$ cat src/lrfd_pkg.sv
// ----------------------------------------------------------------------------
// lrfd_pkg
// Shared constants for the laser range frame decoder and its channels.
// ----------------------------------------------------------------------------
`default_nettype none

package lrfd_pkg;

    localparam int unsigned DIST_W     = 26;
    localparam int unsigned KIND_W     = 2;
    localparam int unsigned SILENCE_W  = 17;
    localparam int unsigned TIMEOUT_W  = 16;
    localparam int unsigned COUNT_W    = 4;
    localparam int unsigned APB_ADDR_W = 3;
    localparam int unsigned APB_DATA_W = 32;

    localparam logic [7:0] SYNC_BYTE   = 8'h80;
    localparam logic [7:0] ID_BYTE     = 8'h06;
    localparam logic [7:0] ASCII_E     = 8'h45;
    localparam logic [7:0] ASCII_R     = 8'h52;
    localparam logic [7:0] ASCII_ZERO  = 8'h30;

    // bytes 0..9 are held, byte 10 carries the checksum
    localparam logic [COUNT_W-1:0] LAST_IDX = 4'd10;

    localparam logic [COUNT_W-1:0] IDX_ID     = 4'd1;
    localparam logic [COUNT_W-1:0] IDX_D5     = 4'd3;
    localparam logic [COUNT_W-1:0] IDX_D4     = 4'd4;
    localparam logic [COUNT_W-1:0] IDX_D3     = 4'd5;
    localparam logic [COUNT_W-1:0] IDX_D2     = 4'd7;
    localparam logic [COUNT_W-1:0] IDX_D1     = 4'd8;
    localparam logic [COUNT_W-1:0] IDX_D0     = 4'd9;

    localparam logic [TIMEOUT_W-1:0] TIMEOUT_RESET = 16'd500;
    localparam logic [SILENCE_W-1:0] SILENCE_MAX   = 17'h1FFFF;

    localparam logic [APB_ADDR_W-1:0] ADDR_TIMEOUT = 3'd0;

    localparam logic CMD_BYTE = 1'b0;
    localparam logic CMD_TICK = 1'b1;

    localparam logic [KIND_W-1:0] KIND_DISTANCE = 2'd0;
    localparam logic [KIND_W-1:0] KIND_ERROR    = 2'd1;
    localparam logic [KIND_W-1:0] KIND_RESTART  = 2'd2;

    function automatic logic [16:0] digit_weight(input logic [COUNT_W-1:0] idx);
        logic [16:0] w;
        unique case (idx)
            IDX_D5:  w = 17'd100000;
            IDX_D4:  w = 17'd10000;
            IDX_D3:  w = 17'd1000;
            IDX_D2:  w = 17'd100;
            IDX_D1:  w = 17'd10;
            IDX_D0:  w = 17'd1;
            default: w = 17'd0;
        endcase
        return w;
    endfunction

endpackage

`default_nettype wire

$ cat src/lrfd_if.sv
// ----------------------------------------------------------------------------
// lrfd channel interfaces
// Valid/ready channels for received bytes and ticks, and for decoded results.
// ----------------------------------------------------------------------------
`default_nettype none

interface lrfd_in_if
    import lrfd_pkg::*;
();
    logic       valid;
    logic       ready;
    logic       command;
    logic [7:0] rx_byte;

    modport source (output valid, output command, output rx_byte, input ready);
    modport sink   (input valid, input command, input rx_byte, output ready);
endinterface

interface lrfd_out_if
    import lrfd_pkg::*;
();
    logic                     valid;
    logic                     ready;
    logic [KIND_W-1:0]        result_kind;
    logic signed [DIST_W-1:0] distance_thousandths;

    modport source (output valid, output result_kind, output distance_thousandths,
                    input ready);
    modport sink   (input valid, input result_kind, input distance_thousandths,
                    output ready);
endinterface

`default_nettype wire

$ cat src/laser_range_frame_decoder.sv
// A result is presented in the cycle after the beat that causes it.
// Throughput: one beat per cycle; the input stalls only while a held result
//   is not taken (single output register).
// Distance digits are weighted and summed one byte at a time as they arrive.
// Reset (i_rst_n low, synchronous): idle awaiting sync, silence count zero,
//   timeout 500, output empty.
// ----------------------------------------------------------------------------
// laser_range_frame_decoder
// Parses 11-byte rangefinder frames, checks header and checksum, reports
// distance or sensor error, and requests a restart after prolonged silence.
// ----------------------------------------------------------------------------
`default_nettype none

module laser_range_frame_decoder
    import lrfd_pkg::*;
(
    input  wire                    i_clk,
    input  wire                    i_rst_n,
    lrfd_in_if.sink                i_in,
    lrfd_out_if.source             o_res,
    input  wire                    psel,
    input  wire                    penable,
    input  wire                    pwrite,
    input  wire [APB_ADDR_W-1:0]   paddr,
    input  wire [APB_DATA_W-1:0]   pwdata,
    output logic [APB_DATA_W-1:0]  prdata,
    output logic                   pready
);

    logic [TIMEOUT_W-1:0]     r_timeout;
    logic [COUNT_W-1:0]       r_count,   n_count;
    logic [7:0]               r_sum,     n_sum;
    logic                     r_hdr_ok,  n_hdr_ok;
    logic                     r_err_ok,  n_err_ok;
    logic [DIST_W-1:0]        r_acc,     n_acc;
    logic [SILENCE_W-1:0]     r_silence, n_silence;
    logic                     r_out_valid, n_out_valid;
    logic [KIND_W-1:0]        r_kind,    n_kind;
    logic [DIST_W-1:0]        r_dist,    n_dist;

    logic                     in_fire;
    logic                     cfg_wr;
    logic [SILENCE_W-1:0]     silence_inc;
    logic [DIST_W-1:0]        digit_ext;
    logic [DIST_W-1:0]        term;
    logic [8:0]               digit;

    assign pready  = 1'b1;
    assign cfg_wr  = psel && penable && pwrite && (paddr == ADDR_TIMEOUT);
    assign prdata  = (paddr == ADDR_TIMEOUT) ? {{(APB_DATA_W-TIMEOUT_W){1'b0}}, r_timeout}
                                             : '0;

    assign i_in.ready = !r_out_valid || o_res.ready;
    assign in_fire    = i_in.valid && i_in.ready;

    assign o_res.valid                = r_out_valid;
    assign o_res.result_kind          = r_kind;
    assign o_res.distance_thousandths = $signed(r_dist);

    assign silence_inc = (r_silence < SILENCE_MAX) ? r_silence + 1'b1 : r_silence;
    assign digit       = {1'b0, i_in.rx_byte} - {1'b0, ASCII_ZERO};
    assign digit_ext   = {{(DIST_W-9){digit[8]}}, digit};
    assign term        = DIST_W'(digit_ext * {{(DIST_W-17){1'b0}}, digit_weight(r_count)});

    always_comb begin
        n_count     = r_count;
        n_sum       = r_sum;
        n_hdr_ok    = r_hdr_ok;
        n_err_ok    = r_err_ok;
        n_acc       = r_acc;
        n_silence   = r_silence;
        n_out_valid = r_out_valid && !o_res.ready;
        n_kind      = r_kind;
        n_dist      = r_dist;

        if (in_fire) begin
            if (i_in.command == CMD_TICK) begin
                n_silence = silence_inc;
                if (silence_inc > {1'b0, r_timeout}) begin
                    n_silence   = '0;
                    n_out_valid = 1'b1;
                    n_kind      = KIND_RESTART;
                    n_dist      = '0;
                end
            end else if (r_count == '0) begin
                if (i_in.rx_byte == SYNC_BYTE) begin
                    n_count  = 4'd1;
                    n_sum    = i_in.rx_byte;
                    n_acc    = '0;
                    n_hdr_ok = 1'b0;
                    n_err_ok = 1'b0;
                end
            end else if (r_count != LAST_IDX) begin
                n_count = r_count + 1'b1;
                n_sum   = r_sum + i_in.rx_byte;
                n_acc   = r_acc + term;
                if (r_count == IDX_ID) begin
                    n_hdr_ok = (i_in.rx_byte == ID_BYTE);
                end
                if (r_count == IDX_D5) begin
                    n_err_ok = (i_in.rx_byte == ASCII_E);
                end
                if (r_count == IDX_D4 || r_count == IDX_D3) begin
                    n_err_ok = r_err_ok && (i_in.rx_byte == ASCII_R);
                end
            end else begin
                n_count = '0;
                if (r_hdr_ok && (8'(r_sum + i_in.rx_byte) == 8'd0)) begin
                    n_silence   = '0;
                    n_out_valid = 1'b1;
                    if (r_err_ok) begin
                        n_kind = KIND_ERROR;
                        n_dist = '0;
                    end else begin
                        n_kind = KIND_DISTANCE;
                        n_dist = r_acc;
                    end
                end
            end
        end
    end

    always_ff @(posedge i_clk) begin
        if (!i_rst_n) begin
            r_timeout   <= TIMEOUT_RESET;
            r_count     <= '0;
            r_sum       <= '0;
            r_silence   <= '0;
            r_out_valid <= 1'b0;
        end else begin
            if (cfg_wr) begin
                r_timeout <= pwdata[TIMEOUT_W-1:0];
            end
            r_count     <= n_count;
            r_sum       <= n_sum;
            r_silence   <= n_silence;
            r_out_valid <= n_out_valid;
        end
    end

    always_ff @(posedge i_clk) begin
        r_hdr_ok <= n_hdr_ok;
        r_err_ok <= n_err_ok;
        r_acc    <= n_acc;
        r_kind   <= n_kind;
        r_dist   <= n_dist;
    end

`ifndef NO_ASSERTIONS
    a_count_range: assert property (@(posedge i_clk) disable iff (!i_rst_n)
        r_count <= LAST_IDX)
        else $error("frame byte count out of range");

    a_ready_when_empty: assert property (@(posedge i_clk) disable iff (!i_rst_n)
        !r_out_valid |-> i_in.ready)
        else $error("input stalled with empty output register");

    a_tick_keeps_frame: assert property (@(posedge i_clk) disable iff (!i_rst_n)
        (in_fire && i_in.command == CMD_TICK) |=> r_count == $past(r_count))
        else $error("tick disturbed frame position");

    a_restart_zero_dist: assert property (@(posedge i_clk) disable iff (!i_rst_n)
        (r_out_valid && r_kind != KIND_DISTANCE) |-> r_dist == '0)
        else $error("non-distance result carries a distance");

    a_restart_clears: assert property (@(posedge i_clk) disable iff (!i_rst_n)
        (in_fire && i_in.command == CMD_TICK && n_kind == KIND_RESTART && n_out_valid
         && !(r_out_valid && !o_res.ready)) |=> r_silence == '0)
        else $error("silence count not cleared on restart request");
`endif

endmodule

`default_nettype wire
$ cat src/flat_wrapper.sv
// flat-port wrapper written by rule: the top's interface ports become plain ports
module laser_range_frame_decoder_flat import lrfd_pkg::*;
  (i_clk, i_rst_n, psel, penable, pwrite, paddr, pwdata, prdata, pready, i_in_valid, i_in_command, i_in_rx_byte, i_in_ready, o_res_valid, o_res_result_kind, o_res_distance_thousandths, o_res_ready);
  lrfd_in_if i_in_i ();
  lrfd_out_if o_res_i ();
  input  wire i_clk;
  input  wire i_rst_n;
  input  wire psel;
  input  wire penable;
  input  wire pwrite;
  input  wire [APB_ADDR_W-1:0] paddr;
  input  wire [APB_DATA_W-1:0] pwdata;
  output logic [APB_DATA_W-1:0] prdata;
  output logic pready;
  input wire logic [$bits(i_in_i.valid)-1:0] i_in_valid;
  input wire logic [$bits(i_in_i.command)-1:0] i_in_command;
  input wire logic [$bits(i_in_i.rx_byte)-1:0] i_in_rx_byte;
  output wire logic [$bits(i_in_i.ready)-1:0] i_in_ready;
  output wire logic [$bits(o_res_i.valid)-1:0] o_res_valid;
  output wire logic [$bits(o_res_i.result_kind)-1:0] o_res_result_kind;
  output wire logic [$bits(o_res_i.distance_thousandths)-1:0] o_res_distance_thousandths;
  input wire logic [$bits(o_res_i.ready)-1:0] o_res_ready;
  assign i_in_i.valid = i_in_valid;
  assign i_in_i.command = i_in_command;
  assign i_in_i.rx_byte = i_in_rx_byte;
  assign i_in_ready = i_in_i.ready;
  assign o_res_valid = o_res_i.valid;
  assign o_res_result_kind = o_res_i.result_kind;
  assign o_res_distance_thousandths = o_res_i.distance_thousandths;
  assign o_res_i.ready = o_res_ready;
  laser_range_frame_decoder u_core (.i_clk(i_clk), .i_rst_n(i_rst_n), .i_in(i_in_i), .o_res(o_res_i), .psel(psel), .penable(penable), .pwrite(pwrite), .paddr(paddr), .pwdata(pwdata), .prdata(prdata), .pready(pready));
endmodule
$ cat config.mk
export PLATFORM = sky130hd
export DESIGN_NAME = laser_range_frame_decoder_flat
export DESIGN_NICKNAME = d
export VERILOG_FILES = /design/src/lrfd_pkg.sv /design/src/lrfd_if.sv /design/src/laser_range_frame_decoder.sv /design/src/flat_wrapper.sv
export SDC_FILE = /design/constraint.sdc
export NUM_CORES = 1
export LEC_CHECK = 0
export ABC_AREA = 1
export BUFFER_PORTS_ARGS = -buffer_cell sky130_fd_sc_hd__buf_4
export CORE_UTILIZATION = 30
export CTS_BUF_LIST = sky130_fd_sc_hd__clkbuf_8
export DETAILED_ROUTE_END_ITERATION = 12
export GPL_ROUTABILITY_DRIVEN = 0
export SYNTH_ARGS = -nofsm -noshare
export SYNTH_HDL_FRONTEND = slang
export SYNTH_SLANG_ARGS = --single-unit
export TNS_END_PERCENT = 50
$ cat constraint.sdc
create_clock -name i_clk -period 7.5 [get_ports i_clk]
set_clock_uncertainty 0.2 [all_clocks]
set_input_delay 0.75 -clock i_clk [delete_from_list [all_inputs] [get_ports i_clk]]
set_output_delay 0.75 -clock i_clk [all_outputs]
set_load 0.05 [all_outputs]
# Word-level counts from Yosys, hierarchy flattened
# Cells that the tools add are included.
dict set report totals {
  elab_cells 102
  register_bits 102
  inputBits 51
  out_inout_bits 63
}
dict set report classes {
  n_eq_ne 16
  n_bitwise 1
  add_sub_neg 5
  order_cmp 2
  mux 43
  reduce_logical 24
  n_mul 1
}
# op count
set op_table {}
lappend op_table {{26-bit 2-to-1 mux} 9}
lappend op_table {{17-bit 2-to-1 mux} 6}
lappend op_table {{17-bit one-hot mux with 6 select lines} 1}
lappend op_table {{26-bit adder} 1}
lappend op_table {{9-bit by 18-bit multiplier with 26-bit output} 1}
lappend op_table {{8-bit 2-to-1 mux} 3}
lappend op_table {{17-bit by 1-bit adder with 17-bit output (second input constant)} 1}
lappend op_table {{17-bit by 16-bit > comparator with 1-bit output} 1}
lappend op_table {{17-bit < comparator (second input constant)} 1}
lappend op_table {{8-bit by 7-bit == test with 1-bit output (second input constant)} 2}
lappend op_table {{16-bit 2-to-1 mux} 1}
lappend op_table {{1-bit 2-to-1 mux} 15}
lappend op_table {{5-bit AND reduction} 3}
lappend op_table {{4-bit by 3-bit == test with 1-bit output (second input constant)} 3}
lappend op_table {{4-bit 2-to-1 mux} 3}
lappend op_table {{2-bit 2-to-1 mux} 5}
lappend op_table {{8-bit by 6-bit subtractor with 9-bit output (second input constant)} 1}
lappend op_table {{8-bit adder} 1}
lappend op_table {{4-bit == test (second input constant)} 2}
lappend op_table {{8-bit by 3-bit == test with 1-bit output (second input constant)} 1}
lappend op_table {{8-bit == test (second input constant)} 1}
lappend op_table {{8-bit logical NOT} 1}
lappend op_table {{4-bit AND reduction} 2}
lappend op_table {{1-bit logical AND} 7}
lappend op_table {{other kinds (14)} 20}

# Longest topological paths before layout
# Gate-level depths: netlist of the first run.
dict set report logic_depth {
  ltp_word 8
  mapped_depth 32
  depth_no_buf 31
}

# Worst setup path before layout of the first run
# Ideal clock, no wire load.
dict set report synth_timing {
  kind {input to register}
  start {input i_in_rx_byte[4]}
  end {register u_core.r_acc[24] (data pin)}
  path_stages 25
  t_required_ns 7.047
  t_arrival_ns 5.888
  path_slack_ns 1.160
  setup_ns 0.253
  n_path_buf 0
  path_cell_list {ha_1 > nor2_1 > clkinv_1 > nor2_1 > fa_1 > fa_1 > fa_1 > fa_1 > inv_1 > fa_1 > inv_1 > ha_1 > nand2_1 > inv_1 > nand2_1 > nor3_1 > nand4_1 > nand3_1 > nand3_1 > nand2_1 > nand3_1 > nand2_1 > nand2_1 > nand2_1 > nor2_1}
}
dict set report synth_via {
  elab_chain_cells 5
}
# item line
set synth_rtl {}
lappend synth_rtl {{start, declared} flat_wrapper.sv:17} ;# input wire logic [$bits(i_in_i.rx_byte)-1:0] i_in_rx_byte;
lappend synth_rtl {{8-bit by 6-bit subtractor with 9-bit output} laser_range_frame_decoder.sv:61} ;# assign digit = {1'b0, i_in.rx_byte} - {1'b0, ASCII_ZERO};
lappend synth_rtl {{9-bit by 18-bit multiplier with 26-bit output} laser_range_frame_decoder.sv:63} ;# assign term = DIST_W'(digit_ext * {{(DIST_W-17){1'b0}}, digit_weight(r_count)});
lappend synth_rtl {{26-bit adder} laser_range_frame_decoder.sv:96} ;# n_acc = r_acc + term;
lappend synth_rtl {{26-bit 2-to-1 mux} laser_range_frame_decoder.sv:93} ;# end else if (r_count != LAST_IDX) begin
lappend synth_rtl {{26-bit 2-to-1 mux} laser_range_frame_decoder.sv:85} ;# end else if (r_count == '0) begin
lappend synth_rtl {{end signal, assigned} laser_range_frame_decoder.sv:144} ;# r_acc <= n_acc;
lappend synth_rtl {{end, declared} laser_range_frame_decoder.sv:35} ;# logic [DIST_W-1:0] r_acc, n_acc;
# Every way passes these cells. The select of a mux whose other input is x is not followed.
# A chain may end at the register's enable or synchronous reset.

# Worst setup path after layout of the first run
dict set report layout_timing {
  start {register u_core.r_count[1]}
  end {register u_core.r_acc[25] (data pin)}
}
dict set report layout_via {
  elab_chain_cells 6
  word_cells_on_any_way 12
  classes_between {1 x add/sub; 1 x mul; 6 x eq/ne; 3 x mux; 1 x reduce/logical}
}
# item line
set layout_rtl {}
lappend layout_rtl {{start, declared} laser_range_frame_decoder.sv:31} ;# logic [COUNT_W-1:0] r_count, n_count;
lappend layout_rtl {{start signal, assigned} laser_range_frame_decoder.sv:134} ;# r_count <= n_count;
lappend layout_rtl {{4-bit == test, or another cell as far along} lrfd_pkg.sv:48} ;# unique case (idx)
lappend layout_rtl {{17-bit one-hot mux with 6 select lines} lrfd_pkg.sv:48}
lappend layout_rtl {{9-bit by 18-bit multiplier with 26-bit output} laser_range_frame_decoder.sv:63}
lappend layout_rtl {{26-bit adder} laser_range_frame_decoder.sv:96}
lappend layout_rtl {{26-bit 2-to-1 mux} laser_range_frame_decoder.sv:93}
lappend layout_rtl {{26-bit 2-to-1 mux *} laser_range_frame_decoder.sv:85}
# Mark *: on every way between the ends. The rest lies on a longest branch, timed or not. The select of a mux whose other input is x is not followed.

==> impl_metrics.toml, run 1 <==
[finish]
fin_nets = 1672
layout-drive-gt1-share_pct = 11.1
syn_to_final_growth_pct = 11.8
seqCellArea_um2 = 2600
diodes = 0
fillers = 3613
utilization_pct = 34.3
multi_input_area_um2 = 6650

[floorplan]
pin_count = 114
die-area_um2 = 36300
num_rows = 68
die_w_um = 191
initial_utilization_pct = 30.7
die_h_um = 191
core_um2 = 34800

[route]
antenna_left = 0
vias_per_cell = 4.57
dr_total_vias = 8518
wl_per_cell_um = 13.8
drt_first_pass_iters = 5
drt-total-wl_um = 25700
drtIter0Drc = 545
drc = 0

[pwr]
power.switching_uw = 397
comb_power_share_pct = 18.2
pwr-share-clk_pct = 32.7
p_int_uw = 824
cellPowerDensity_nw_per_um2 = 102
irDropWorstVdd_v = 0.0000827
p_seq_share_pct = 49.1
switching_share_pct = 32.5
cellLeakagePower_uw = 0.00613

[global_route]
antenna_found_initial = 0
grt-busiest-layer = "met2"
grt_use_met3_pct = 2.83
grt_util_all_layers_pct = 14.6
grt_overflow_total = 0
grt_pass1_vias = 8135
grt_util_met2_pct = 23.1
grt_pass1_wl_um = 41500
grt_use_met1_pct = 20.2
grt_max_degree = 29

[sta]
relSlewSlack_pct = 50.9
fmax_mhz = 150
worstMarginPinSlew_ns = 0.734
hold_viol_final = 0
setup_viol = 0
slew_violations = 0
fin_setup_tns_ns = 0
final.min_clock_period_ns = 6.66
rsz0062_at_grt = "no"
period_share_pct = 88.8

[yosys]
syn-instance-count = 1327
synthFlopType = "edfxtp_1"
synthDistinctLibCells = 50
netlist.area_leader.share_pct = 19.7
synth_area_leaders = "fa_1 20%, edfxtp_1 16%, ha_1 13%, inv_1 11%, dfxtp_1 8.6%"
synth_edf_count = 56
yosysMostFrequentCell = "inv_1"
synth_common_cells = "302 x inv_1, 185 x nand2_1, 179 x nor2_1, 112 x ha_1, 105 x fa_1"
synth-seq-area-share_pct = 24.4
synth.avg_cell_area_um2 = 8.04
synth_top_area_cell = "fa_1"
synth_seq_cells = 102
yosys_warnings = 0
syn_area_um2 = 10700
synthArstFlopShare_pct = 0

[placed_design]
hpwl_um = 20500
portBuffers = 80

[clock_tree]
htree_num_levels = 3
clock-sinks = 102
cts_buffer_depth = 2
cts_made_buffers = 9
clk_pin_slew_ns = 0.12
cts_hold_buf = 0
cts_setup_buffers = 0
cts-root-buf = "clkbuf_8"
cts_tree = "done"
clkLatencyLatePin_ns = 0.42
cts-resized-gates = 0

[setup_path]
path_class = "flop to flop"
startpoint_type = "flop"
critPathMaxFanout = 10
arrival_ns = 6.65
end_kind = "flop"
required_ns = 7.49

[worst_hold_path]
min_path_type = "flop to flop"

[status]
status = "finished, final reports clean"

[job]
max_cap_violations = 0
[cell usage in the layout (no fill, tap or decap), types with 2 or more instances in the layout]
cell type,synthesis,final
nand3_1,26,26
o211ai_1,5,5
nand2_4,2,2
nor4_1,4,4
nand2_2,8,8
fa_1,105,105
edfxtp_1,56,56
nor3_1,8,8
clkbuf_8,0,9
clkinv_1,4,4
o21ai_1,4,4
o21ai_0,56,56
o21a_1,6,6
ha_1,112,112
inv_2,11,11
a211oi_1,2,2
or2_2,4,4
nor2_2,5,5
nand2_1,185,185
a21o_1,4,4
inv_1,302,302
inv_6,0,5
nor2_1,179,179
xor2_1,17,17
dfxtp_1,46,46
conb_1,2,17
xnor2_1,6,6
buf_4,17,93
nand3_2,3,3
nand4_1,18,18
a21boi_0,2,2
a31oi_1,2,2
o21ai_2,6,6
a21oi_1,82,82
[routing by layer]
layer  part of all wire, %  up-vias
met4                   1.0        0
met2                    47      178
li1                      -     4232
met5                     0        -
met1                    46     4093
met3                   6.4       15
[kinds of logic after synthesis]
group,share of synthesized area (%)
xor gates and xnor gates,1.89
buffers and inverters,13.8
AOI/OAI and AO/OA,8.99
DFF,24.4
other,0.0704
adders and majority gates,32.8
and+or+nand+nor,18.0
[metrics by stage]
stage	cell area (µm²)	setup WS [ns]	cells	hold slack, ns	total power [µW]
6_report	11900	0.842	1864	0.277	1220
5_1_grt	11900	0.406	1864	0.306	1280
4_1_cts	11900	0.840	1864	0.280	1240
3_5_place_dp	11700	0.589	1848	0.265	834
3_3_place_gp	11700	0.628	1848	0.260	831
2_1_floorplan	10700	1.16	1342	0.241	775
[critical path, stage by stage, from the launching register on]
cell and delay (ns):
dfxtp_1 0.48, nand2_1 0.15, inv_1 0.10, nand2_1 0.23
inv_1 0.20, nor2_1 0.09, inv_1 0.24, nand2_1 0.12
fa_1 0.55, inv_1 0.05, fa_1 0.51, inv_1 0.05
fa_1 0.48, inv_1 0.06, fa_1 0.53, inv_1 0.06
fa_1 0.53, inv_1 0.04, ha_1 0.37, nand2_1 0.12
o21ai_0 0.18, a21oi_1 0.11, o211ai_1 0.49, nand4_1 0.15
nand3_1 0.15, nand2_1 0.06, nand2_1 0.05, nor2_1 0.06
[power by group through the flow]
stage               clock network (µW)  logic, µW  registers, µW
detailed placement                   0        223            611
finish                             400        222            599
global route                       430        248            600
CTS                                415        223            599
global placement                     0        220            611
floorplan                            0        146            629
[sequential cells by signal, summed over array words and instances (netlist names)]
name	count
u_core.r_err_ok	1
u_core.r_hdr_ok	1
u_core.o_res.result_kind	2
u_core.r_silence	17
u_core.r_acc	26
u_core.o_res.distance_thousandths	26
u_core.o_res.valid	1
u_core.r_sum	8
u_core.r_timeout	16
u_core.r_count	4
[final cells by class]
class                           instances  share of cell area, %
Tap cell                              455                   4.77
Sequential cell                       102                   21.8
Clock inverter                          7                  0.713
Timing Repair Buffer                   93                   5.85
Multi-Input combinational cell        879                   55.7
Inverter                              319                   10.1
Clock buffer                            9                   1.04
[path summary, 6_finish.rpt]
check                       startpoint              endpoint  slack, ns  cells past startpoint
setup / recovery     u_core.r_count[1]      u_core.r_acc[25]       0.84                     27
hold reg to reg   u_core.r_silence[16]  u_core.r_silence[16]       0.28                      2
setup reg to reg     u_core.r_count[1]      u_core.r_acc[25]       0.84                     27
hold / removal    u_core.r_silence[16]  u_core.r_silence[16]       0.28                      2
Note: power is estimated with default switching activity, not from simulation.
==> run 2, diff against run 1 <==
--- a/config.mk
+++ b/config.mk
@@ -8,7 +8,8 @@
 export ABC_AREA = 1
 export BUFFER_PORTS_ARGS = -buffer_cell sky130_fd_sc_hd__buf_4
 export CORE_UTILIZATION = 30
-export CTS_BUF_LIST = sky130_fd_sc_hd__clkbuf_8
+export CTS_BUF_LIST = sky130_fd_sc_hd__clkbuf_16
+export CTS_CLUSTER_DIAMETER = 100
 export DETAILED_ROUTE_END_ITERATION = 12
 export GPL_ROUTABILITY_DRIVEN = 0
 export SYNTH_ARGS = -nofsm -noshare
==> impl_metrics.toml, run 2 (synthesis results as in run 1) <==
[floorplan]
pin_count = 114
num_rows = 68
initial_utilization_pct = 30.7
die-area_um2 = 36300
die_h_um = 191
core_um2 = 34800
die_w_um = 191

[worst_hold_path]
min_path_type = "flop to flop"
hp-start = "u_core.r_silence[16]"
min_to = "u_core.r_silence[16]"
whs_path_depth = 2

[finish]
stdcell_count = 1865
fillers = 3603
final_area_um2 = 12000
final_cell_mix = "302 x inv_1, 185 x nand2_1, 179 x nor2_1, 112 x ha_1, 105 x fa_1"
fin_nets = 1672
final_common_cell = "inv_1"
syn_to_final_growth_pct = 12.7
utilization_pct = 34.6
layout-drive-gt1-share_pct = 11.1

[clock_tree]
cts_tree = "done"
clkLatencyLatePin_ns = 0.37
cts-root-buf = "clkbuf_16"
cts-resized-gates = 0
htree_num_levels = 3
cts_setup_buffers = 0
cts_buffer_depth = 2
clock-sinks = 102
cts_hold_buf = 0
clk_pin_slew_ns = 0.08
cts_made_buffers = 9

[job]
max_cap_violations = 0

[global_route]
grt_pass1_vias = 8172
antenna_found_initial = 1
grt_pass1_wl_um = 41500
grt_max_degree = 29
grt_overflow_total = 0
grt_util_all_layers_pct = 14.6

[sta]
fin_setup_tns_ns = 0
worstMarginPinSlew_ns = 0.731
setup_viol = 0
period_share_pct = 89.1
hold_viol_final = 0
slew_violations = 0
final.min_clock_period_ns = 6.68
hold_slack_ns = 0.272
relSlewSlack_pct = 51.1
fmax_mhz = 150
rsz0062_at_grt = "no"

[route]
drc = 0
drt_first_pass_iters = 7
wl_per_cell_um = 13.8
drt-total-wl_um = 25800
vias_per_cell = 4.60
antenna_left = 0
drtIter0Drc = 542
dr_total_vias = 8573

[setup_path]
slowest_delay_ns = 0.55
startpoint_type = "flop"
cpMostUsedCell = "inv_1"
cp_slowest_cell = "fa_1"
crit_family = "adder cells"
r2r_cells = 27
timing.reg2reg.setup_slack_ns = 0.82
reg2reg_to = "u_core.r_acc[25]"
cp_num_buf_inv = 8
r2r_start = "u_core.r_count[1]"
required_ns = 7.43
arrival_ns = 6.61
end_kind = "flop"
critPathMaxFanout = 10
path_class = "flop to flop"

[placed_design]
placed_area_um2 = 11700
dp_cells = 1848
hpwl_um = 20500
portBuffers = 80

[pwr]
irDropWorstVdd_v = 0.0000960
cellLeakagePower_uw = 0.00617
cellPowerDensity_nw_per_um2 = 110

[status]
status = "finished, final reports clean"
run 2: cell count changes in the layout (fill, tap and decap cells not counted):
cell	before	now
bufinv_16	1	0
clkbuf_8	9	0
clkbuf_16	0	10
diode_2	0	1
run 2: where the power goes:
group	total [µW]	internal, µW	switching [µW]
combinational	222	67.0	155
sequential	599	594	4.91
clock	505	255	250
total	1330	915	410
run 2: tightest hold or removal path, stage by stage (launching register included):
cell	delay (ns)
dfxtp_1	0.34
nand2_1	0.06
nor2_1	0.04
run 2: stage by stage:
step | worst slack (ns) | total power [µW]
floorplan | 1.16 | 775
global placement | 0.628 | 831
detailed placement | 0.589 | 834
CTS | 0.844 | 1340
global route | 0.424 | 1380
finish | 0.819 | 1330
run 2: how the worst max path moves through the flow:
stage / slack [ns] / cells after the start / end / startpoint
floorplan: 1.16 / 25 / u_core.r_acc[24] / i_in_rx_byte[4]
global placement: 0.63 / 22 / u_core.r_acc[25] / i_in_rx_byte[4]
detailed placement: 0.59 / 22 / u_core.r_acc[25] / i_in_rx_byte[4]
CTS: 0.84 / 27 / u_core.r_acc[25] / u_core.r_count[1]
global route: 0.42 / 25 / u_core.r_acc[14] / u_core.r_count[1]
finish: 0.82 / 27 / u_core.r_acc[25] / u_core.r_count[1]
run 2: layer usage:
layer | track usage, % | wire length (µm)
met1 | 20.1 | 11800
met2 | 23.1 | 12000
met3 | 2.89 | 1620
met4 | 3.91 | 269
met5 | 0 | 0
run 2: layout make-up:
class | instances | area [µm²] | area share (%)
diodes | 1 | 2.50 | 0.0208
clock buffers | 10 | 250 | 2.08
clock inverters | 6 | 55.1 | 0.458
inverters | 319 | 1200 | 10.0
multi-input cells | 879 | 6650 | 55.3
flip-flops and latches | 102 | 2600 | 21.6
well taps | 455 | 569 | 4.73
repair buffers | 93 | 698 | 5.80
